$ cat src/length_prefix_to_start_code_defines.svh
// assertion helpers for the asserting file length_prefix_to_start_code.sv
`ifndef LENGTH_PREFIX_TO_START_CODE_DEFINES_SVH
`define LENGTH_PREFIX_TO_START_CODE_DEFINES_SVH

// checked only outside reset
`define LPSC_ASSERT(label, prop, msg) \
    label: assert property (@(posedge aclk) disable iff (!aresetn) (prop)) else $error(msg);

// checked on every edge, reset included
`define LPSC_ASSERT_ALWAYS(label, prop, msg) \
    label: assert property (@(posedge aclk) (prop)) else $error(msg);

`endif

$ cat src/lpsc_pkg.sv
`default_nettype none

package lpsc_pkg;

    // prefix size that rewrites the prefix in place
    localparam logic [2:0] LS_INPLACE = 3'd4;

    // input transaction payload
    typedef struct packed {
        logic [7:0] data_byte;
        logic       frame_end;
    } in_t;

    // result transaction payload
    typedef struct packed {
        logic [7:0] out_byte;
        logic       byte_valid;
        logic       out_frame_end;
        logic       last_of_run;
    } out_t;

    // what the back end has to emit for one queued entry
    typedef enum logic [1:0] {
        CMD_BYTE  = 2'd0,
        CMD_START = 2'd1,
        CMD_BARE  = 2'd2
    } cmd_kind_t;

    typedef struct packed {
        logic       valid;
        cmd_kind_t  kind;
        logic [7:0] data;
        logic       frame_end;
    } cmd_t;

    // queue status seen by front and back
    typedef struct packed {
        logic full;
        logic empty;
    } q_stat_t;

endpackage

`default_nettype wire

$ cat src/lpsc_front.sv
`default_nettype none

module lpsc_front (
    input  wire logic            aclk,
    input  wire logic            aresetn,
    input  wire logic            cfg_wr_en,
    input  wire logic [2:0]      cfg_wr_data,
    input  wire logic            s_valid,
    output logic                 s_ready,
    input  wire lpsc_pkg::in_t   s_data,
    input  wire lpsc_pkg::q_stat_t q_stat,
    output lpsc_pkg::cmd_t       push_cmd
);

    typedef enum logic [2:0] {
        PH_PREFIX  = 3'b001,
        PH_PAYLOAD = 3'b010,
        PH_PASS    = 3'b100
    } phase_t;

    logic [2:0]  length_size_reg;
    phase_t      phase_reg, phase_next;
    logic [1:0]  count_reg, count_next;
    logic [23:0] remain_reg, remain_next;

    logic        accept;
    logic        pass_all;
    logic [23:0] remain_dec;
    logic [23:0] remain_shift;
    logic        emit;

    assign s_ready      = !q_stat.full;
    assign accept       = s_valid && s_ready;
    assign pass_all     = (length_size_reg == 3'd0) || (length_size_reg > lpsc_pkg::LS_INPLACE);
    assign remain_dec   = remain_reg - 24'd1;
    assign remain_shift = {remain_reg[15:0], s_data.data_byte};

    // configuration register
    always_ff @(posedge aclk) begin
        if (!aresetn) begin
            length_size_reg <= 3'd0;
        end else if (cfg_wr_en) begin
            length_size_reg <= cfg_wr_data;
        end
    end

    // classify the byte and work out the next parse state
    always_comb begin
        phase_next         = phase_reg;
        count_next         = count_reg;
        remain_next        = remain_reg;
        emit               = 1'b0;
        push_cmd.valid     = 1'b0;
        push_cmd.kind      = lpsc_pkg::CMD_BYTE;
        push_cmd.data      = s_data.data_byte;
        push_cmd.frame_end = s_data.frame_end;

        if (pass_all) begin
            emit = 1'b1;
        end else begin
            case (phase_reg)
                PH_PASS: begin
                    emit = 1'b1;
                end
                PH_PAYLOAD: begin
                    emit        = 1'b1;
                    remain_next = remain_dec;
                    if (remain_dec == 24'd0) begin
                        phase_next = PH_PREFIX;
                    end
                end
                PH_PREFIX: begin
                    if (length_size_reg == lpsc_pkg::LS_INPLACE) begin
                        // four byte prefix rewritten in place
                        if (count_reg == 2'd0 && s_data.data_byte != 8'd0) begin
                            emit       = 1'b1;
                            phase_next = PH_PASS;
                        end else begin
                            emit          = 1'b1;
                            remain_next   = (count_reg != 2'd0) ? remain_shift : 24'd0;
                            push_cmd.data = (count_reg == 2'd3) ? 8'd1 : 8'd0;
                            if (count_reg == 2'd3) begin
                                count_next = 2'd0;
                                phase_next = (remain_next != 24'd0) ? PH_PAYLOAD : PH_PREFIX;
                            end else begin
                                count_next = count_reg + 2'd1;
                            end
                        end
                    end else begin
                        // short prefix absorbed, start code after its last byte
                        remain_next = remain_shift;
                        if (({1'b0, count_reg} + 3'd1) >= length_size_reg) begin
                            emit          = 1'b1;
                            push_cmd.kind = lpsc_pkg::CMD_START;
                            count_next    = 2'd0;
                            phase_next    = (remain_shift != 24'd0) ? PH_PAYLOAD : PH_PREFIX;
                        end else begin
                            count_next = count_reg + 2'd1;
                        end
                    end
                end
                default: begin
                    phase_next = PH_PREFIX;
                end
            endcase
        end

        push_cmd.valid = emit;

        // frame end clears the parse state
        if (s_data.frame_end) begin
            if (!emit) begin
                push_cmd.kind = lpsc_pkg::CMD_BARE;
                push_cmd.data = 8'd0;
            end
            push_cmd.valid = 1'b1;
            phase_next     = PH_PREFIX;
            count_next     = 2'd0;
            remain_next    = 24'd0;
        end

        if (!accept) begin
            push_cmd.valid = 1'b0;
            phase_next     = phase_reg;
            count_next     = count_reg;
            remain_next    = remain_reg;
        end
    end

    // parse state
    always_ff @(posedge aclk) begin
        if (!aresetn) begin
            phase_reg  <= PH_PREFIX;
            count_reg  <= 2'd0;
            remain_reg <= 24'd0;
        end else begin
            phase_reg  <= phase_next;
            count_reg  <= count_next;
            remain_reg <= remain_next;
        end
    end

endmodule

`default_nettype wire

$ cat src/lpsc_queue.sv
`default_nettype none

module lpsc_queue #(
    parameter int DEPTH = 4
) (
    input  wire logic              aclk,
    input  wire logic              aresetn,
    input  wire lpsc_pkg::cmd_t    push_cmd,
    input  wire logic              pop,
    output lpsc_pkg::cmd_t         head_cmd,
    output lpsc_pkg::q_stat_t      q_stat
);

    localparam int PW = (DEPTH > 1) ? $clog2(DEPTH) : 1;
    localparam int CW = $clog2(DEPTH + 1);
    localparam logic [PW-1:0] LAST_IDX = PW'(DEPTH - 1);
    localparam logic [CW-1:0] FULL_CNT = CW'(DEPTH);

    lpsc_pkg::cmd_t entry_reg [DEPTH];
    logic [PW-1:0] wr_ptr_reg, wr_ptr_next;
    logic [PW-1:0] rd_ptr_reg, rd_ptr_next;
    logic [CW-1:0] count_reg, count_next;
    logic          do_push, do_pop;

    assign q_stat.full  = (count_reg == FULL_CNT);
    assign q_stat.empty = (count_reg == '0);
    assign do_push      = push_cmd.valid && !q_stat.full;
    assign do_pop       = pop && !q_stat.empty;
    assign head_cmd     = entry_reg[rd_ptr_reg];

    // pointer and fill bookkeeping
    always_comb begin
        wr_ptr_next = wr_ptr_reg;
        rd_ptr_next = rd_ptr_reg;
        count_next  = count_reg;
        if (do_push) begin
            wr_ptr_next = (wr_ptr_reg == LAST_IDX) ? '0 : wr_ptr_reg + PW'(1);
        end
        if (do_pop) begin
            rd_ptr_next = (rd_ptr_reg == LAST_IDX) ? '0 : rd_ptr_reg + PW'(1);
        end
        if (do_push && !do_pop) begin
            count_next = count_reg + CW'(1);
        end else if (do_pop && !do_push) begin
            count_next = count_reg - CW'(1);
        end
    end

    always_ff @(posedge aclk) begin
        if (!aresetn) begin
            wr_ptr_reg <= '0;
            rd_ptr_reg <= '0;
            count_reg  <= '0;
        end else begin
            wr_ptr_reg <= wr_ptr_next;
            rd_ptr_reg <= rd_ptr_next;
            count_reg  <= count_next;
        end
    end

    // entry storage
    always_ff @(posedge aclk) begin
        if (do_push) begin
            entry_reg[wr_ptr_reg] <= push_cmd;
        end
    end

endmodule

`default_nettype wire

$ cat src/lpsc_back.sv
`default_nettype none

module lpsc_back (
    input  wire logic              aclk,
    input  wire logic              aresetn,
    input  wire lpsc_pkg::cmd_t    head_cmd,
    input  wire lpsc_pkg::q_stat_t q_stat,
    output logic                   pop,
    output logic                   m_valid,
    input  wire logic              m_ready,
    output lpsc_pkg::out_t         m_data
);

    logic           m_valid_reg, m_valid_next;
    lpsc_pkg::out_t m_data_reg, m_data_next;
    logic [1:0]     idx_reg, idx_next;
    logic           load;
    logic           last;

    assign load    = !q_stat.empty && (!m_valid_reg || m_ready);
    assign pop     = load && last;
    assign m_valid = m_valid_reg;
    assign m_data  = m_data_reg;

    // expand the head entry into result bytes
    always_comb begin
        last                   = 1'b1;
        m_data_next.out_byte   = head_cmd.data;
        m_data_next.byte_valid = 1'b1;
        case (head_cmd.kind)
            lpsc_pkg::CMD_BYTE: begin
                last = 1'b1;
            end
            lpsc_pkg::CMD_START: begin
                last                 = (idx_reg == 2'd3);
                m_data_next.out_byte = (idx_reg == 2'd3) ? 8'd1 : 8'd0;
            end
            lpsc_pkg::CMD_BARE: begin
                m_data_next.out_byte   = 8'd0;
                m_data_next.byte_valid = 1'b0;
            end
            default: begin
                last = 1'b1;
            end
        endcase
        m_data_next.last_of_run   = last;
        m_data_next.out_frame_end = last && head_cmd.frame_end;
        idx_next     = load ? (last ? 2'd0 : idx_reg + 2'd1) : idx_reg;
        m_valid_next = load ? 1'b1 : (m_ready ? 1'b0 : m_valid_reg);
    end

    // output register
    always_ff @(posedge aclk) begin
        if (!aresetn) begin
            m_valid_reg <= 1'b0;
            idx_reg     <= 2'd0;
        end else begin
            m_valid_reg <= m_valid_next;
            idx_reg     <= idx_next;
        end
    end

    always_ff @(posedge aclk) begin
        if (load) begin
            m_data_reg <= m_data_next;
        end
    end

endmodule

`default_nettype wire

$ cat src/length_prefix_to_start_code.sv
// channel   | direction | handshake         | payload
// s_        | in        | s_valid / s_ready | lpsc_pkg::in_t  (data_byte, frame_end)
// m_        | out       | m_valid / m_ready | lpsc_pkg::out_t (out_byte, byte_valid,
//           |           |                   |   out_frame_end, last_of_run)
// cfg_      | in        | cfg_wr_en         | cfg_wr_data (length_size)
//
// one input byte per cycle while s_ready is high; results leave at one per cycle from the
// output register while m_ready is high; a start code expands to four output bytes, so
// input stalls once the command queue fills; input reaches the queue, then the output register
// reset clears parse state, queue and output valid; no clearing pass
// s_ready drops only while the command queue is full
`default_nettype none

`include "length_prefix_to_start_code_defines.svh"

module length_prefix_to_start_code #(
    parameter int QUEUE_DEPTH = 4
) (
    input  wire logic            aclk,
    input  wire logic            aresetn,
    input  wire logic            cfg_wr_en,
    input  wire logic [2:0]      cfg_wr_data,
    input  wire logic            s_valid,
    output logic                 s_ready,
    input  wire lpsc_pkg::in_t   s_data,
    output logic                 m_valid,
    input  wire logic            m_ready,
    output lpsc_pkg::out_t       m_data
);

    lpsc_pkg::cmd_t    push_cmd;
    lpsc_pkg::cmd_t    head_cmd;
    lpsc_pkg::q_stat_t q_stat;
    logic              pop;

    // parse and classify
    lpsc_front u_front (
        .aclk        (aclk),
        .aresetn     (aresetn),
        .cfg_wr_en   (cfg_wr_en),
        .cfg_wr_data (cfg_wr_data),
        .s_valid     (s_valid),
        .s_ready     (s_ready),
        .s_data      (s_data),
        .q_stat      (q_stat),
        .push_cmd    (push_cmd)
    );

    // command queue between the two halves
    lpsc_queue #(
        .DEPTH (QUEUE_DEPTH)
    ) u_queue (
        .aclk     (aclk),
        .aresetn  (aresetn),
        .push_cmd (push_cmd),
        .pop      (pop),
        .head_cmd (head_cmd),
        .q_stat   (q_stat)
    );

    // expand into result transactions
    lpsc_back u_back (
        .aclk     (aclk),
        .aresetn  (aresetn),
        .head_cmd (head_cmd),
        .q_stat   (q_stat),
        .pop      (pop),
        .m_valid  (m_valid),
        .m_ready  (m_ready),
        .m_data   (m_data)
    );

    // checks
    `LPSC_ASSERT(a_queue_flags, !(q_stat.full && q_stat.empty), "queue full and empty at once")
    `LPSC_ASSERT(a_end_is_last, (m_valid && m_data.out_frame_end) |-> m_data.last_of_run, "frame end not last of run")
    `LPSC_ASSERT(a_bare_is_end, (m_valid && !m_data.byte_valid) |-> m_data.out_frame_end, "bare result without frame end")
    `LPSC_ASSERT_ALWAYS(a_reset_idle, !aresetn |=> !m_valid, "result valid after reset")

endmodule

`default_nettype wire
$ cat config.mk
export PLATFORM = sky130hd
export DESIGN_NAME = length_prefix_to_start_code
export DESIGN_NICKNAME = d
export VERILOG_FILES = /design/src/lpsc_pkg.sv /design/src/lpsc_front.sv /design/src/lpsc_queue.sv /design/src/lpsc_back.sv /design/src/length_prefix_to_start_code.sv
export VERILOG_INCLUDE_DIRS = /design/src /design/src/src
export SDC_FILE = /design/constraint.sdc
export NUM_CORES = 1
export LEC_CHECK = 0
export BUFFER_PORTS_ARGS = -buffer_cell sky130_fd_sc_hd__buf_4
export CAP_MARGIN = 20
export CORE_UTILIZATION = 65
export CTS_BUF_LIST = sky130_fd_sc_hd__clkbuf_2 sky130_fd_sc_hd__clkbuf_4 sky130_fd_sc_hd__clkbuf_8
export CTS_CLUSTER_DIAMETER = 150
export DETAILED_ROUTE_END_ITERATION = 6
export HOLD_SLACK_MARGIN = 0.02
export PLACE_DENSITY = 0.84
export SLEW_MARGIN = 20
export SYNTH_ARGS = -nofsm -noshare
export SYNTH_HDL_FRONTEND = slang
export SYNTH_SLANG_ARGS = --single-unit
$ cat constraint.sdc
create_clock -name aclk -period 7 [get_ports aclk]
set_input_delay 0.7 -clock aclk [delete_from_list [all_inputs] [get_ports aclk]]
set_output_delay 0.7 -clock aclk [all_outputs]
set_load 0.02 [all_outputs]
==> impl_metrics.json, run 1 <==
{
  "power_density_nw_per_um2": 336,
  "avgSynthCellArea_um2": 10.1,
  "setup_viol": 0,
  "drt_wl_total_um": 11900,
  "dieArea_um2": 8570,
  "crit_family": "adder cells",
  "clockBufferDepth": 2,
  "cts_hold_buffers": 0,
  "synth_xor_xnor_area_share_pct": 2.79,
  "core_area_um2": 7850,
  "path_max_fanout": 5,
  "path_cells": "inv_1 -> ha_1 -> ha_1 -> a21oi_1 -> o21ai_0 -> a21o_1 -> a21oi_1 -> nor2_1 -> ha_1 -> inv_1 -> fa_1 -> xor2_1 -> or3_1 -> a21oi_1",
  "dp.cells": 628,
  "drt_iter0_markers": 488,
  "grt_pass1_wl_um": 19000,
  "fin_crit_sh_pct": 50.6,
  "peakVddDrop_mv": 0.130,
  "path_buf_inv": 2,
  "final_core_util_pct": 73.1,
  "drive_gt1_share_pct": 13.5,
  "final_antenna_net_count": 0,
  "synthFlopType": "edfxtp_1",
  "finalMaxSlewViolations": 0,
  "fmaxAchievable_mhz": 282,
  "hold_viol": 0,
  "hold_path_startpoint": "u_back.m_valid",
  "ys_ff_latch": 99,
  "dp_hpwl_um": 8380,
  "n_fill_cell": 570,
  "cts-buffers-inserted": 9,
  "die_h_um": 92.6,
  "wire_per_inst_um": 18.5,
  "synth_cell_types": 60,
  "portBuffers": 29,
  "synth-simple-area-share_pct": 21.7,
  "synthAdderAreaFrac_pct": 4.60,
  "clk_latency_ns": 0.37,
  "end_kind": "register",
  "antenna_found_initial": 0,
  "synth-edff-count": 55,
  "synth-compound-area-share_pct": 13.2,
  "largest_reg_flops": 44,
  "arrival_ns": 3.84,
  "min_period_ns": 3.54,
  "cts_resized": 0,
  "required_ns": 7.30,
  "reg2reg_from": "u_front.count_reg[0]",
  "synth_top_family_by_area": "simple AND/OR/NAND/NOR gates",
  "cts_setup_buffers": 0,
  "finalNonFillerCells": 644,
  "worstHoldPathType": "register to register",
  "tritoncts": "built",
  "outcome": "complete, no violations",
  "holdWs_ns": 0.501,
  "worst_path_max_delay_cell": "dfxtp_1",
  "tightest_slew_ns": 1.15,
  "clk_pin_slew_ns": 0.10,
  "grt_max_degree": 30,
  "pre_cts_slack_ns": 3.62,
  "rsz0062_at_grt": "no",
  "async_reset_ff_share_pct": 0,
  "drc_errors": 0,
  "gp_congestion": 0.954,
  "num_vias": 4266,
  "area_delta_synth_final_pct": 7.60,
  "antenna_cells": 0,
  "start_util_pct": 68.0,
  "r2r_slack_ns": 3.46,
  "synth_fp_nets": 565,
  "worstReg2RegEnd": "u_queue.count_reg[2]",
  "hold_end": "u_back.m_valid",
  "maxCapViolations": 0,
  "critPathKind": "register to register",
  "r2r.worst_path.cells": 14,
  "startpoint_type": "register",
  "synth_area_um2": 5330,
  "grt_util_all_layers_pct": 29.1,
  "syn_inst": 529,
  "placed_area_um2": 5540,
  "power.total_mw": 1.93,
  "timing.slew.headroom_pct": 23.3,
  "stdcell_area_um2": 5740,
  "fin_nets": 573,
  "seq_area_frac_synth_pct": 47.5,
  "tns_ns": 0,
  "yosysWarningCount": 0,
  "die_x_um": 92.6,
  "htreeDepth": 3,
  "io_pins": 30,
  "drt_pass1_iterations": 5,
  "overflow": 0,
  "slowest_delay_ns": 0.42,
  "worst_slack_ns": 3.46,
  "row_count": 32,
  "cts.sinks": 99,
  "whs_path_depth": 2,
  "clock-root-buffer": "clkbuf_8",
  "p_leak_nw": 2.09,
  "via_per_inst": 6.62,
  "synthMuxAreaShare_pct": 5.98,
  "skew_ns": 0.0104,
  "first_global_vias": 3876
}
## final cells by class
type	instances	area, um2	share of cell area (%)
inverters	18	67.6	1.18
repair buffers	32	240	4.19
multi-input cells	377	2580	44.9
well taps	102	128	2.22
clock buffers	9	124	2.16
clock inverters	7	70.1	1.22
flip-flops and latches	99	2530	44.1
## worst max path at each step
stage                     slack, ns                endpoint  cells past startpoint            startpoint
after floorplan                3.85    u_queue.count_reg[2]                     12              register
after global placement         3.83  u_front.remain_reg[20]                      8             s_data[8]
after detailed placement       3.62    u_queue.count_reg[2]                     14  u_front.count_reg[0]
after CTS                      3.53    u_queue.count_reg[2]                     14  u_front.count_reg[0]
after global routing           3.31    u_queue.count_reg[2]                     14  u_front.count_reg[0]
final                          3.46    u_queue.count_reg[2]                     14  u_front.count_reg[0]
## logic make-up after synthesis
family,count (synthesis)
simple gates,219
buf+inv,53
mux,18
compound gates,104
xor+xnor,17
fa+ha+maj,19
flops,99
## power breakdown
part	internal (mW)	switching [mW]	total (mW)
Combinational	0.305	0.434	0.739
Clock	0.140	0.217	0.357
Sequential	0.737	0.0950	0.832
Total	1.18	0.746	1.93
## placed cells by master (no fill, tap or decap), types with 8 or more instances in the layout
cell	instances
a221oi_1	8
o21ai_0	19
a21oi_1	29
inv_1	17
and2_1	21
ha_1	18
a211oi_1	11
xor2_1	13
nor2_1	52
nor3_1	31
nand3_1	11
clkbuf_8	9
buf_4	32
dfxtp_1	44
mux4_2	11
edfxtp_1	55
nand2_1	50
## synthesized netlist by cell type, drive strengths merged (12+ instances only)
| library cell | count | share of area, % |
|---|---|---|
| inv | 17 | 1.2 |
| clkbuf | 23 | 1.6 |
| nand2 | 50 | 3.5 |
| and2 | 22 | 2.6 |
| edfxtp | 55 | 31 |
| dfxtp | 44 | 17 |
| nor2 | 52 | 3.7 |
| buf | 12 | 1.3 |
| o21ai | 20 | 1.9 |
| xor2 | 13 | 2.1 |
| ha | 18 | 4.2 |
| a21oi | 29 | 2.7 |
| a211oi | 12 | 1.8 |
| nor3 | 31 | 2.9 |
## metal layers
layer / global-route usage [%] / share of wire, % / vias to the layer above
li1: - / - / 1954
met1: 41.4 / 42 / 2014
met2: 44.6 / 47 / 263
met3: 5.67 / 9.5 / 35
met4: 10.2 / 2.0 / 0
met5: 0 / 0 / -
## worst min-delay path: cells and delay by family, from the launching register on
kind               cells  cell delay (ns)
AOI/OAI and AO/OA      1             0.06
DFF                    1             0.34
and+or+nand+nor        1             0.06
Note: power is estimated with default switching activity, not from simulation.
==> inputs of run 2 (changes only) <==
ABC_AREA = 1   (was default)
CORE_UTILIZATION = 63   (was 65)
PLACE_DENSITY = 0.82   (was 0.84)
clock period = 3.55 ns   (was 7 ns; I/O delays follow)
==> run 2 against run 1 <==
- power up 130%
- routed wire length shrank 0.86%
- sequential power up 100%
- sequential share of layout area hardly changed
- first-iteration DRC count fell by 46%
- utilization is 0.34 points lower
- sequential cell count did not move
- clock power up 94%
- cell area about the same
- worst hold slack worse by 0.28 ns
- critical path type unchanged
- critical endpoint unchanged
- largest power group is now combinational cells
- highest routed layer unchanged
==> impl_metrics.json, run 2 <==
{
  "outcome": "complete, no violations",
  "fmaxAchievable_mhz": 334,
  "drt_wl_total_um": 11800,
  "overflow": 0,
  "arrival_ns": 3.25,
  "die_h_um": 93.1,
  "largest_reg_flops": 44,
  "end_kind": "register",
  "clockBufferDepth": 2,
  "synth_cell_types": 42,
  "clk_latency_ns": 0.36,
  "seq_area_frac_synth_pct": 48.4,
  "timing.slew.headroom_pct": 40.1,
  "synth-edff-count": 55,
  "crit_family": "compound AO/OA/AOI/OAI gates",
  "synth.area.top_cells": "edfxtp_1 (32%), dfxtp_1 (17%), nand2_1 (7.0%)",
  "skew_ns": 0.0146,
  "num_vias": 4464,
  "path_cells": "inv_1 -> a21oi_1 -> a32oi_1 -> inv_1 -> ha_1 -> inv_1 -> nor2_1 -> nor2_1 -> inv_1 -> ha_1 -> inv_1 -> fa_1 -> a21oi_1 -> o21ai_0 -> o21ai_0 -> a21oi_1",
  "synth_commonest_cells": "nand2_1 (98), nor2_1 (93), inv_1 (86)",
  "via_per_inst": 5.80,
  "rsz0062_at_grt": "no",
  "power.total_mw": 4.36,
  "maxCapViolations": 0,
  "fin_crit_sh_pct": 84.4,
  "clk_pin_slew_ns": 0.10,
  "synthFlopType": "edfxtp_1",
  "area_delta_synth_final_pct": 9.68,
  "critPathKind": "register to register",
  "core_area_um2": 7890,
  "yosysTopAreaCell": "edfxtp_1",
  "start_util_pct": 66.4,
  "required_ns": 3.80,
  "peakVddDrop_mv": 0.388,
  "drt_iter0_markers": 264,
  "final_cell_mix": "nand2_1 (98), nor2_1 (93), inv_1 (86)",
  "cts.sinks": 99,
  "grt_util_all_layers_pct": 30.0,
  "min_period_ns": 2.99,
  "yosysTopAreaCellShare_pct": 31.6,
  "gp_congestion": 0.931,
  "syn_inst": 632,
  "fin_nets": 698,
  "worst_path_most_repeated_cell": "inv_1",
  "drive_gt1_share_pct": 12.6,
  "p_leak_nw": 2.49,
  "final_antenna_net_count": 0,
  "cts-buffers-inserted": 9,
  "dp_hpwl_um": 8630,
  "portBuffers": 29,
  "synth_area_um2": 5230,
  "final_common_cell": "nand2_1",
  "antenna_cells": 0,
  "cts_setup_buffers": 0,
  "ys_ff_latch": 99,
  "path_max_fanout": 13,
  "antenna_found_initial": 0,
  "power_density_nw_per_um2": 760,
  "setup_viol": 0,
  "hold_viol": 0,
  "wire_per_inst_um": 15.4,
  "die_x_um": 93.1,
  "grt_max_degree": 28,
  "dp.cells": 753,
  "cts_hold_buffers": 0,
  "finalMaxSlewViolations": 0,
  "htreeDepth": 3,
  "first_global_vias": 4372,
  "grt_pass1_wl_um": 20300,
  "avgSynthCellArea_um2": 8.28,
  "dieArea_um2": 8680,
  "synth_fp_nets": 668,
  "yosysWarningCount": 0,
  "async_reset_ff_share_pct": 0,
  "tns_ns": 0,
  "path_buf_inv": 5,
  "io_pins": 30,
  "drt_pass1_iterations": 6,
  "slowest_delay_ns": 0.52,
  "startpoint_type": "register",
  "row_count": 32,
  "hold_path_startpoint": "cfg_wr_data[2]",
  "finalNonFillerCells": 769,
  "worstHoldPathType": "input pin to register",
  "tritoncts": "built",
  "clock-root-buffer": "clkbuf_8",
  "cts_resized": 0,
  "tightest_slew_ns": 0.894,
  "drc_errors": 0,
  "yosysMostFrequentCell": "nand2_1",
  "worst_path_max_delay_cell": "dfxtp_1"
}
run 2: changes by cell type in the layout (fill, tap and decap cells not counted), sizes merged, moves of 10 or more:
cell	before	now
nor4	10	0
nor2	52	105
o21ai	20	56
mux4	11	0
nand3	11	32
xor2	13	3
a21oi	29	47
nand2	50	109
nor3	31	3
and2	22	0
inv	21	94
run 2: final timing paths:
| path | endpoint | slack (ns) | depth (start not counted) |
|---|---|---|---|
| worst max register to register | u_queue.count_reg[2] | 0.56 | 16 |
| worst max-delay path | u_queue.count_reg[2] | 0.56 | 16 |
| worst min register to register | u_back.idx_reg[1] | 0.49 | 2 |
| worst min-delay path | u_front.length_size_reg[2] | 0.22 | 3 |
run 2: power breakdown:
| group | leakage (nW) | switching (mW) | internal (mW) |
|---|---|---|---|
| Clock | 0.0968 | 0.414 | 0.277 |
| Combinational | 1.52 | 1.33 | 0.659 |
| Sequential | 0.877 | 0.162 | 1.53 |
run 2: layer usage:
layer,share of wire (%),track usage (%)
met5,0,0
met4,2.3,11.5
met3,6.7,6.26
met2,48,51.3
met1,43,37.2
run 2: area by class of cell:
cell class	instances	area (um2)
repair buffers	35	263
clock inverters	6	55.1
well taps	102	128
inverters	93	349
flip-flops and latches	99	2530
multi-input cells	424	2280
clock buffers	10	131
fillers	574	2150
run 2: tightest hold or removal path, stage by stage:
cell and delay, ns:
buf_4 0.08, nor2_1 0.03, nor2_1 0.08
run 2: kinds of logic (layout without fill, tap and decap cells):
family / after synthesis / after routing / synth area share, %
compound gates: 141 / 141 / 15.7
buf+inv: 109 / 144 / 8.01
flops: 99 / 99 / 48.4
simple gates: 259 / 259 / 22.4
fa+ha+maj: 19 / 19 / 4.69
xor+xnor: 5 / 5 / 0.837
run 2: stage by stage:
stage          setup slack (ns)  utilization, %  instance area, um2  hold slack, ns
2_1_floorplan             0.795               -                5230           0.449
3_3_place_gp              0.751            70.4                5550           0.455
3_5_place_dp              0.567            70.4                5550           0.474
4_1_cts                   0.551            72.8                5740           0.201
5_1_grt                   0.270            72.8                5740           0.201
6_report                  0.555            72.8                5740           0.216
